**src/rtl/psa_pkg.sv**
```systemverilog
// ----------------------------------------------------------------------------
// Slot pool allocator package
// Shared sizes, operation codes and request and result types.
// ----------------------------------------------------------------------------
`default_nettype none

package psa_pkg;

    localparam int POOL_DEPTH   = 64;
    localparam int HANDLE_WIDTH = 32;
    localparam int IDX_W        = $clog2(POOL_DEPTH);
    localparam int SIZE_W       = IDX_W + 1;
    localparam int OP_W         = 3;

    localparam logic [OP_W-1:0] OP_ALLOC   = 3'd0;
    localparam logic [OP_W-1:0] OP_READ    = 3'd1;
    localparam logic [OP_W-1:0] OP_RELEASE = 3'd2;
    localparam logic [OP_W-1:0] OP_REMOVE  = 3'd3;
    localparam logic [OP_W-1:0] OP_REPLACE = 3'd4;

    typedef struct packed {
        logic [OP_W-1:0]         operation;
        logic [IDX_W-1:0]        slot_index;
        logic [IDX_W-1:0]        start_index;
        logic [HANDLE_WIDTH-1:0] new_handle;
    } req_t;

    typedef struct packed {
        logic                    success;
        logic [IDX_W-1:0]        found_index;
        logic [HANDLE_WIDTH-1:0] handle_out;
    } rsp_t;

endpackage

`default_nettype wire

```
**src/rtl/pool_slot_allocator_top.sv**
```systemverilog
// ----------------------------------------------------------------------------
// Slot pool allocator
// Busy flags with a rotating search and a handle table held in RAM.
// ----------------------------------------------------------------------------
// A request is taken at a clock edge where start is high and busy is low.
// The request carries an operation, a slot index, a search start index and
// a new handle. Busy is high in the execute cycle, the cycle after a request
// is taken, so no new request is taken while the last one executes. Every
// request gives exactly one result on rsp, marked by a one-cycle done strobe
// registered at the end of the execute cycle. The accept cycle reads the
// handle RAM; the execute cycle runs the free-slot search over the busy
// flags, updates the flags and writes the RAM. The user must write the pool
// size through cfg_we and cfg_data only while no request is in flight; the
// block does not enforce this. Reset frees every slot, clears the pool size
// and marks every handle as zero through per-slot written bits, so the block
// is ready once reset ends. The receiver cannot stall the result; done is high for one cycle.
// ----------------------------------------------------------------------------
`default_nettype none

module pool_slot_allocator_top (
    input  wire logic                        clk,
    input  wire logic                        rst_n,
    input  wire logic                        start,
    output logic                             busy,
    input  wire psa_pkg::req_t               req,
    output logic                             done,
    output psa_pkg::rsp_t                    rsp,
    input  wire logic                        cfg_we,
    input  wire logic [psa_pkg::SIZE_W-1:0]  cfg_data
);

    logic                               busy_reg, busy_next;
    logic                               done_reg, done_next;
    logic [psa_pkg::SIZE_W-1:0]         pool_size_reg, pool_size_next;
    logic [psa_pkg::POOL_DEPTH-1:0]     flags_reg, flags_next;
    logic [psa_pkg::POOL_DEPTH-1:0]     written_reg, written_next;
    psa_pkg::req_t                      req_reg, req_next;
    psa_pkg::rsp_t                      rsp_reg, rsp_next;

    logic                               accept;
    logic [psa_pkg::SIZE_W-1:0]         live_n;
    logic [psa_pkg::POOL_DEPTH-1:0]     range_vec;
    logic [psa_pkg::POOL_DEPTH-1:0]     free_vec;
    logic                               in_range;
    logic                               srch_found;
    logic [psa_pkg::IDX_W-1:0]          srch_idx;
    logic                               ram_we;
    logic [psa_pkg::HANDLE_WIDTH-1:0]   ram_rdata;

    assign accept = start && !busy_reg;
    assign busy   = busy_reg;
    assign done   = done_reg;
    assign rsp    = rsp_reg;

    assign live_n = (pool_size_reg > psa_pkg::SIZE_W'(psa_pkg::POOL_DEPTH))
                  ? psa_pkg::SIZE_W'(psa_pkg::POOL_DEPTH) : pool_size_reg;
    assign in_range = {1'b0, req_reg.slot_index} < live_n;

    always_comb
    begin
        for (int i = 0; i < psa_pkg::POOL_DEPTH; i++)
        begin
            range_vec[i] = psa_pkg::SIZE_W'(i) < live_n;
        end
    end

    assign free_vec = ~flags_reg & range_vec;

    psa_search u_search (
        .free_vec  (free_vec),
        .start_idx (req_reg.start_index),
        .found     (srch_found),
        .found_idx (srch_idx)
    );

    // The RAM is read in the cycle a request is taken and written only in the
    // following cycle, so a read and a write never meet on one entry.
    psa_ram #(
        .WIDTH (psa_pkg::HANDLE_WIDTH),
        .DEPTH (psa_pkg::POOL_DEPTH)
    ) u_handle_ram (
        .clk   (clk),
        .we    (ram_we),
        .waddr (req_reg.slot_index),
        .wdata (req_reg.new_handle),
        .raddr (req.slot_index),
        .rdata (ram_rdata)
    );

    always_comb
    begin
        busy_next      = accept;
        done_next      = busy_reg;
        pool_size_next = cfg_we ? cfg_data : pool_size_reg;
        req_next       = accept ? req : req_reg;
        flags_next     = flags_reg;
        written_next   = written_reg;
        rsp_next       = rsp_reg;
        ram_we         = 1'b0;
        if (busy_reg)
        begin
            rsp_next = '0;
            case (req_reg.operation)
                psa_pkg::OP_ALLOC:
                begin
                    if (srch_found)
                    begin
                        rsp_next.success     = 1'b1;
                        rsp_next.found_index = srch_idx;
                        flags_next[srch_idx] = 1'b1;
                    end
                end
                psa_pkg::OP_READ:
                begin
                    if (in_range)
                    begin
                        rsp_next.success = 1'b1;
                        if (written_reg[req_reg.slot_index])
                        begin
                            rsp_next.handle_out = ram_rdata;
                        end
                    end
                end
                psa_pkg::OP_RELEASE:
                begin
                    if (in_range)
                    begin
                        rsp_next.success               = 1'b1;
                        flags_next[req_reg.slot_index] = 1'b0;
                    end
                end
                psa_pkg::OP_REMOVE:
                begin
                    if (in_range)
                    begin
                        rsp_next.success               = 1'b1;
                        flags_next[req_reg.slot_index] = 1'b1;
                    end
                end
                psa_pkg::OP_REPLACE:
                begin
                    if (in_range)
                    begin
                        rsp_next.success                 = 1'b1;
                        flags_next[req_reg.slot_index]   = 1'b0;
                        written_next[req_reg.slot_index] = 1'b1;
                        ram_we                           = 1'b1;
                    end
                end
                default:
                begin
                    rsp_next.success = 1'b0;
                end
            endcase
        end
    end

    always_ff @(posedge clk or negedge rst_n)
    begin
        if (!rst_n)
        begin
            busy_reg      <= 1'b0;
            done_reg      <= 1'b0;
            pool_size_reg <= '0;
            flags_reg     <= '0;
            written_reg   <= '0;
        end
        else
        begin
            busy_reg      <= busy_next;
            done_reg      <= done_next;
            pool_size_reg <= pool_size_next;
            flags_reg     <= flags_next;
            written_reg   <= written_next;
        end
    end

    always_ff @(posedge clk)
    begin
        req_reg <= req_next;
        rsp_reg <= rsp_next;
    end

`ifndef ASSERT_OFF
    a_done_follows_exec: assert property (@(posedge clk) disable iff (!rst_n)
        done_reg |-> $past(busy_reg))
        else $error("result strobe without an executed request");

    a_busy_one_cycle: assert property (@(posedge clk) disable iff (!rst_n)
        busy_reg |=> !busy_reg)
        else $error("request held longer than one execute cycle");

    a_alloc_marks_busy: assert property (@(posedge clk) disable iff (!rst_n)
        (done_reg && rsp_reg.success && (req_reg.operation == psa_pkg::OP_ALLOC))
        |-> flags_reg[rsp_reg.found_index])
        else $error("allocated slot not marked busy");
`endif

endmodule

`default_nettype wire

```
**src/rtl/psa_ram.sv**
```systemverilog
// ----------------------------------------------------------------------------
// Generic RAM
// One write port and one read port with a registered read.
// ----------------------------------------------------------------------------
`default_nettype none

module psa_ram #(
    parameter int WIDTH = 32,
    parameter int DEPTH = 64
) (
    input  wire logic                     clk,
    input  wire logic                     we,
    input  wire logic [$clog2(DEPTH)-1:0] waddr,
    input  wire logic [WIDTH-1:0]         wdata,
    input  wire logic [$clog2(DEPTH)-1:0] raddr,
    output logic      [WIDTH-1:0]         rdata
);

    logic [WIDTH-1:0] mem [DEPTH];

    always_ff @(posedge clk)
    begin
        if (we)
        begin
            mem[waddr] <= wdata;
        end
        rdata <= mem[raddr];
    end

endmodule

`default_nettype wire

```
**src/rtl/psa_search.sv**
```systemverilog
// ----------------------------------------------------------------------------
// Rotating free-slot search
// Finds the lowest free slot at or above the start index, else the lowest.
// ----------------------------------------------------------------------------
`default_nettype none

module psa_search (
    input  wire logic [psa_pkg::POOL_DEPTH-1:0] free_vec,
    input  wire logic [psa_pkg::IDX_W-1:0]      start_idx,
    output logic                                found,
    output logic      [psa_pkg::IDX_W-1:0]      found_idx
);

    function automatic logic [psa_pkg::IDX_W-1:0] lowest(
        input logic [psa_pkg::POOL_DEPTH-1:0] v
    );
        logic [psa_pkg::IDX_W-1:0] r;
        r = '0;
        for (int i = psa_pkg::POOL_DEPTH - 1; i >= 0; i--)
        begin
            if (v[i])
            begin
                r = psa_pkg::IDX_W'(i);
            end
        end
        return r;
    endfunction

    logic [psa_pkg::POOL_DEPTH-1:0] upper_vec;

    always_comb
    begin
        for (int i = 0; i < psa_pkg::POOL_DEPTH; i++)
        begin
            upper_vec[i] = free_vec[i] && (psa_pkg::IDX_W'(i) >= start_idx);
        end
        found = |free_vec;
        if (|upper_vec)
        begin
            found_idx = lowest(upper_vec);
        end
        else
        begin
            found_idx = lowest(free_vec);
        end
    end

endmodule

`default_nettype wire
```
**config.mk**
```make
export PLATFORM = sky130hd
export DESIGN_NAME = pool_slot_allocator_top
export DESIGN_NICKNAME = d
export VERILOG_FILES = /design/src/rtl/psa_pkg.sv /design/src/rtl/pool_slot_allocator_top.sv /design/src/rtl/psa_ram.sv /design/src/rtl/psa_search.sv
export SDC_FILE = /design/constraint.sdc
export NUM_CORES = 2
export LEC_CHECK = 0
export BUFFER_PORTS_ARGS = -buffer_cell sky130_fd_sc_hd__buf_2
export CAP_MARGIN = 10
export CORE_ASPECT_RATIO = 1.2
export CORE_MARGIN = 2
export CORE_UTILIZATION = 35
export DETAILED_ROUTE_END_ITERATION = 16
export SKIP_CTS_REPAIR_TIMING = 1
export SLEW_MARGIN = 20
export SYNTH_ARGS = -nofsm -noshare
export SYNTH_HDL_FRONTEND = slang
export SYNTH_HIERARCHICAL = 1
export SYNTH_SLANG_ARGS = --single-unit
```
**constraint.sdc**
```tcl
create_clock -name clk -period 6.51 [get_ports clk]
set_input_delay 1.302 -clock clk [delete_from_list [all_inputs] [get_ports clk]]
set_output_delay 1.302 -clock clk [all_outputs]
set_load 0.02 [all_outputs]
```
# ---- Word-level counts from Yosys, hierarchy flattened
# Memories as Yosys holds them, arrays and structs flattened. A register that Yosys moved wholly into a read port is not among the register bits.
# Index checks and enable logic that the tools add are counted.
# W data, S select, Z words.
dict set report classes {
  magnitude_cmp 134
  n_eq_ne 7
  n_mux 147
  bitwise_logic 7
  n_reduce_logical 78
}
# operator count
set op_table {}
lappend op_table {{$mux W6} 129}
lappend op_table {{$lt A6 B7 Y1 const A} 32}
lappend op_table {{$ge A6 B6 Y1 const A} 32}
lappend op_table {{$mux W64} 3}
lappend op_table {{$or A64 B64 Y64} 3}
lappend op_table {{$pmux W64 S3} 1}
lappend op_table {{$and A64 B64 Y64} 2}
lappend op_table {{$not A64 Y64} 2}
lappend op_table {{$reduce_or A64 Y1} 2}
lappend op_table {{$lt A5 B7 Y1 const A} 16}
lappend op_table {{$ge A5 B6 Y1 const A} 16}
lappend op_table {{$logic_and A1 B1 Y1} 67}
lappend op_table {{$lt A4 B7 Y1 const A} 8}
lappend op_table {{$ge A4 B6 Y1 const A} 8}
lappend op_table {{$lt A3 B7 Y1 const A} 4}
lappend op_table {{$ge A3 B6 Y1 const A} 4}
lappend op_table {{$lt A1 B7 Y1 const A} 2}
lappend op_table {{$lt A2 B7 Y1 const A} 2}
lappend op_table {{$lt A6 B7 Y1 const B} 2}
lappend op_table {{$mux W7} 2}
lappend op_table {{$demux W1 S6} 2}
lappend op_table {{$ge A1 B6 Y1 const A} 2}
lappend op_table {{$ge A2 B6 Y1 const A} 2}
lappend op_table {{$ge A6 B1 Y1 const B} 2}
lappend op_table {{18 further kinds} 28}
dict set report word_totals {
  regBits 223
  ramBits 2048
  in_bits 58
  n_memories 1
}
# memory words width read_ports rd_ports_with_merged_regs wr line
set memory_table {}
lappend memory_table {u_handle_ram.mem 64 32 1 1 1 psa_ram.sv:19} ;# logic [WIDTH-1:0] mem [DEPTH];

# ---- Logic depth before layout (Yosys ltp)
dict set report logic_depth {
  depth_word 77
  depth_mapped 20
  mapped_depth_nobuf 19
}

# ---- By module
# Netlist, hierarchy kept.
# module instances cells_per_inst area_per_inst_um2
set modules_own_cells {}
lappend modules_own_cells {psa_ram 1 3324 78515.3}
lappend modules_own_cells {pool_slot_allocator_top 1 954 10371.2}
lappend modules_own_cells {psa_search 1 470 2880.3}

# ---- Worst setup path before layout
# Ideal clock, no wire load.
dict set report synth_path {
  kind {flip-flop to flip-flop}
  startpoint {reg pool_size_reg[3] (netlist bit)}
  endpoint {mem u_handle_ram.mem[48][0] (enable)}
  t_arrival_ps 4889
  required_ps 6049
  path_slack_ps 1160
  stages_incl_launch_ff 15
  cell_sequence {dfrtp_1 > clkbuf_1 > clkbuf_1 > nand2_1 > ha_1 > nand4b_1 > nor2_1 > a21oi_2 > nand4_1 > clkbuf_1 > clkbuf_1 > inv_1 > nor2b_1 > nand4b_1 > nor3_1}
}
dict set report synth_via {
  elab_chain_cells 8
}
# element line
set synth_rtl {}
lappend synth_rtl {{start, declared} pool_slot_allocator_top.sv:34} ;# logic [psa_pkg::SIZE_W-1:0] pool_size_reg, pool_size_next;
lappend synth_rtl {{start signal, assigned} pool_slot_allocator_top.sv:172} ;# pool_size_reg <= pool_size_next;
lappend synth_rtl {{$gt A7 B7 Y1} pool_slot_allocator_top.sv:55} ;# assign live_n = (pool_size_reg > psa_pkg::SIZE_W'(psa_pkg::POOL_DEPTH))
lappend synth_rtl {{$mux W7 *} pool_slot_allocator_top.sv:56} ;# ? psa_pkg::SIZE_W'(psa_pkg::POOL_DEPTH) : pool_size_reg;
lappend synth_rtl {{$lt A6 B7 Y1 *} pool_slot_allocator_top.sv:57} ;# assign in_range = {1'b0, req_reg.slot_index} < live_n;
lappend synth_rtl {{$mux W1 *} pool_slot_allocator_top.sv:142} ;# if (in_range)
lappend synth_rtl {{$mux W1 *} pool_slot_allocator_top.sv:103} ;# case (req_reg.operation)
lappend synth_rtl {{$mux W1 *} pool_slot_allocator_top.sv:100} ;# if (busy_reg)
lappend synth_rtl {{named net ram_we} pool_slot_allocator_top.sv:47} ;# logic ram_we;
lappend synth_rtl {{$mux W1 *} psa_ram.sv:23} ;# if (we)
lappend synth_rtl {{$mux W1 (not written as such) *} psa_ram.sv:25} ;# mem[waddr] <= wdata;
lappend synth_rtl {{end, declared} psa_ram.sv:19}
# Mark *: on every way through the listed nets, which the timed path passes. The rest lies on a longest branch.

# ---- Worst setup path in the final report
dict set report layout_path {
  startpoint {reg pool_size_reg[6] (netlist bit)}
  endpoint {reg flags_reg[33] (netlist bit)}
}
dict set report layout_via {
  word_cells_on_any_way 275
  classes_between {order compare: 68; eq/ne: 3; mux: 134; bitwise: 2; reduce/logical: 68}
}
# element line
set layout_lines {}
lappend layout_lines {{$gt A7 B7 Y1} pool_slot_allocator_top.sv:55}
lappend layout_lines {{$mux W7 *} pool_slot_allocator_top.sv:56}
lappend layout_lines {{$lt A6 B7 Y1 *} pool_slot_allocator_top.sv:63} ;# range_vec[i] = psa_pkg::SIZE_W'(i) < live_n;
lappend layout_lines {{$and A64 B64 Y64 *} pool_slot_allocator_top.sv:67} ;# assign free_vec = ~flags_reg & range_vec;
lappend layout_lines {{named net free_vec (one bit)} pool_slot_allocator_top.sv:43} ;# logic [psa_pkg::POOL_DEPTH-1:0] free_vec;
lappend layout_lines {{$logic_and A1 B1 Y1} psa_search.sv:35} ;# upper_vec[i] = free_vec[i] && (psa_pkg::IDX_W'(i) >= start_idx);
lappend layout_lines {{$mux W6 (47 in series)} psa_search.sv:21} ;# if (v[i])
lappend layout_lines {{$mux W6 *} psa_search.sv:38} ;# if (|upper_vec)
lappend layout_lines {{named net srch_idx (one bit)} pool_slot_allocator_top.sv:46} ;# logic [psa_pkg::IDX_W-1:0] srch_idx;
lappend layout_lines {{$lt A6 B7 Y1 (not written as such) or $ge A6 B1 Y1 (tied branches)} pool_slot_allocator_top.sv:110} ;# flags_next[srch_idx] = 1'b1;
lappend layout_lines {{$logic_and A1 B1 Y1 (not written as such)} pool_slot_allocator_top.sv:110}
lappend layout_lines {{$mux W1 (not written as such)} pool_slot_allocator_top.sv:110}
lappend layout_lines {{$demux W1 S6 *} pool_slot_allocator_top.sv:110}
lappend layout_lines {{$or A64 B64 Y64 (no source line) *} n/a}
lappend layout_lines {{$mux W64 *} pool_slot_allocator_top.sv:106} ;# if (srch_found)
lappend layout_lines {{$pmux W64 S3 *} pool_slot_allocator_top.sv:103}
lappend layout_lines {{end signal, assigned} pool_slot_allocator_top.sv:173} ;# flags_reg <= flags_next;
lappend layout_lines {{end, declared} pool_slot_allocator_top.sv:35} ;# logic [psa_pkg::POOL_DEPTH-1:0] flags_reg, flags_next;
# Mark *: on every way through the listed nets, which the timed path passes. The rest lies on a longest branch. The select of a mux whose other input is x is not followed.
# A chain may end at the register's enable or synchronous reset.

==> impl_metrics.ini <==
[run_status]
status = completed

[global_route]
antenna_found_initial = 12
grt_usage = 0.190
grt_pass1_wl_um = 365000
grt_max_degree = 133
grt_pass1_vias = 48700
grt_remaining_overflow = 0

[yosys]
netlist_area_um2 = 91800
synth_top_area_share = 0.698
synth_ff_type = edfxtp_1
synth_warnings = 6
synth.area.top_cells = edfxtp_1, mux4_2, dfrtp_1
ys_seq_area_frac = 0.743
synthCells = 4748
ys_types = 101
yosysTopAreaCell = edfxtp_1
async_flop_share = 0.0595
synth_edf_count = 2134
ys_ff_latch = 2303
synth_nets = 4811
syn-mean-instance-area_um2 = 19.3

[min_path]
worstHoldPathType = in -> async

[final_layout]
drive_gt1_frac = 0.256
design_area_um2 = 105000
layout.nets = 5069
syn2layout_area_growth_pct = 14.7
largest_reg_flops = 2048

[worst_setup_path]
critPathLaunchType = flip-flop
crit_chain = nor2b_1 > and3_1 > nand2_1 > nand2b_1 > a21oi_1 > nor2_1 > nor4_1 > nand2_1 > a2111oi_0 > o2111ai_1 > a31oi_1 > a211oi_2 > nand2b_1 > nor2_1 > a22oi_1 > o21ai_0
cp_data_required_time_ns = 7.23
slowest_delay_ns = 0.96
worst_r2r_path_depth = 16
worst-path-max-fanout = 24
end_kind = flip-flop
critPathArrivalTime_ns = 6.25
slowest_stage = a2111oi_0
critPathKind = reg -> reg

[pwr]
power.switching_w = 0.00736
p_comb_frac = 0.069
seqPwrFrac = 0.512
power_density_nw_per_um2 = 304
leakage_nw = 33.4
pwr-share-clk = 0.419
swShare = 0.230
p_int_w = 0.0247
peakVddDrop_mv = 0.281

[floorplanning]
die_w_um = 471
die_h_um = 565
dieArea_um2 = 266000
io_pins = 99
core-area_um2 = 260000
rows = 205
start_util = 0.352

[timing]
fin_crit_sh = 0.850
setup_viol = 0
clock.fmax_mhz = 181
holdWs_ns = 0.314
slew_headroom = 0.257
layout_min_cycle_time_ns = 5.53
clock_skew_ns = 0.0954
tightest_slew_ns = 1.11
hold_viol_final = 0
grt_setup_unrepaired = no
setup_tns_ns = 0
slew_violations = 0

[clocking]
clockBufferDepth = 3
clkTransAtPathRegs_ns = 0.06
cts_tree = done
numCtsBuffers = 222
clock-root-buffer = clkbuf_16
clkSinkCount = 2303
insertion_delay_ns = 0.90
htree_levels = 4

[placed_design]
port-buffer-count = 98
gp_congestion = 0.889
dpl_cell_area_um2 = 97500
hpwlAfterDp_um = 160000

[detailed_routing]
routed_wirelength_um = 258000
drcViolationCount = 0
first_pass_iters = 6
detail-route-antenna-nets = 0
drt-initial-drc-count = 6334
vias_per_cell = 5.67
vias = 48900
wl_per_cell_um = 29.9

[job]
max_cap_violations = 0
## power groups by stage
stage	clock, W	sequential (W)	combinational (W)
after floorplan	0	0.0168	0.00121
after global placement	0	0.0167	0.00219
after detailed placement	0	0.0167	0.00221
after CTS	0.0136	0.0164	0.00221
after global routing	0.0142	0.0164	0.00233
final	0.0134	0.0164	0.00221
## through the flow
stage               power [W]  cells   util  worst slack (ns)
floorplan              0.0180   4748      -              1.16
global placement       0.0189   8196  0.375              1.13
detailed placement     0.0189   8197  0.375              1.16
CTS                    0.0322   8617  0.404              1.13
global route           0.0329   8618  0.404             0.783
finish                 0.0320   8620  0.404             0.976
## cell usage after synthesis, types with 71 or more instances
| cell type | count |
|---|---|
| clkbuf_1 | 131 |
| o21ai_0 | 176 |
| o22ai_1 | 89 |
| edfxtp_1 | 2134 |
| mux2i_1 | 103 |
| mux4_2 | 548 |
| dfrtp_1 | 137 |
| a21oi_1 | 163 |
| buf_2 | 72 |
| nand2_1 | 137 |
| nor2_1 | 244 |
| a22oi_1 | 71 |
## worst paths after layout
| kind | startpoint | end | slack, ns |
|---|---|---|---|
| max in group asynchronous | rst_n | flags_reg[31] | 5.22 |
| min in group clk | written_reg[57] | written_reg[57] | 0.45 |
| min | rst_n | done | 0.31 |
| max | pool_size_reg[6] | flags_reg[33] | 0.98 |
| max reg2reg | pool_size_reg[6] | flags_reg[33] | 0.98 |
| min reg2reg | written_reg[57] | written_reg[57] | 0.45 |
## worst max-delay path, delay by kind of cell (launching register included)
kind / cells / cell delay (ns)
flops: 1 / 0.87
simple gates: 9 / 2.37
compound gates: 7 / 2.18
## cell type report
class / count / area (um^2)
fillers: 22800 / 155000
diodes: 3 / 7.51
well taps: 3415 / 4270
multi-input cells: 2136 / 22600
flip-flops and latches: 2303 / 68200
repair buffers: 315 / 2380
inverters: 28 / 105
clock buffers: 275 / 5940
clock inverters: 145 / 1750
## layout by cell type (no fill, tap or decap), types with 34 or more instances in the layout
| cell type | n |
|---|---|
| a21oi_1 | 163 |
| a22oi_1 | 71 |
| and2_1 | 47 |
| buf_2 | 93 |
| buf_4 | 200 |
| clkbuf_1 | 34 |
| clkbuf_16 | 222 |
| clkinv_1 | 36 |
| clkinv_2 | 47 |
| dfrtp_1 | 136 |
| edfxtp_1 | 2134 |
| mux2i_1 | 103 |
| mux4_2 | 548 |
| nand2_1 | 137 |
| nor2_1 | 181 |
| nor2_4 | 62 |
| nor3_1 | 40 |
| o21ai_0 | 176 |
| o21bai_1 | 54 |
| o22ai_1 | 89 |
## kinds of logic (layout without fill, tap and decap cells)
kind of cell    Yosys count  after routing  synth area share
simple gates            678            678            0.0369
fa+ha+maj                 5              5          0.000682
other cells               0              3                 0
buf+inv                 309            763            0.0164
xor+xnor                  2              2          0.000191
flops                  2303           2303             0.743
compound gates          789            789            0.0557
mux                     662            662             0.147
## metal layers
metal / vias up / part of all wire / track usage
li1: 20200 / - / -
met1: 26200 / 0.40 / 0.253
met2: 2101 / 0.50 / 0.324
met3: 389 / 0.067 / 0.0247
met4: 4 / 0.030 / 0.0575
met5: - / 0.00013 / 0
(Power assumes the default switching activity.)
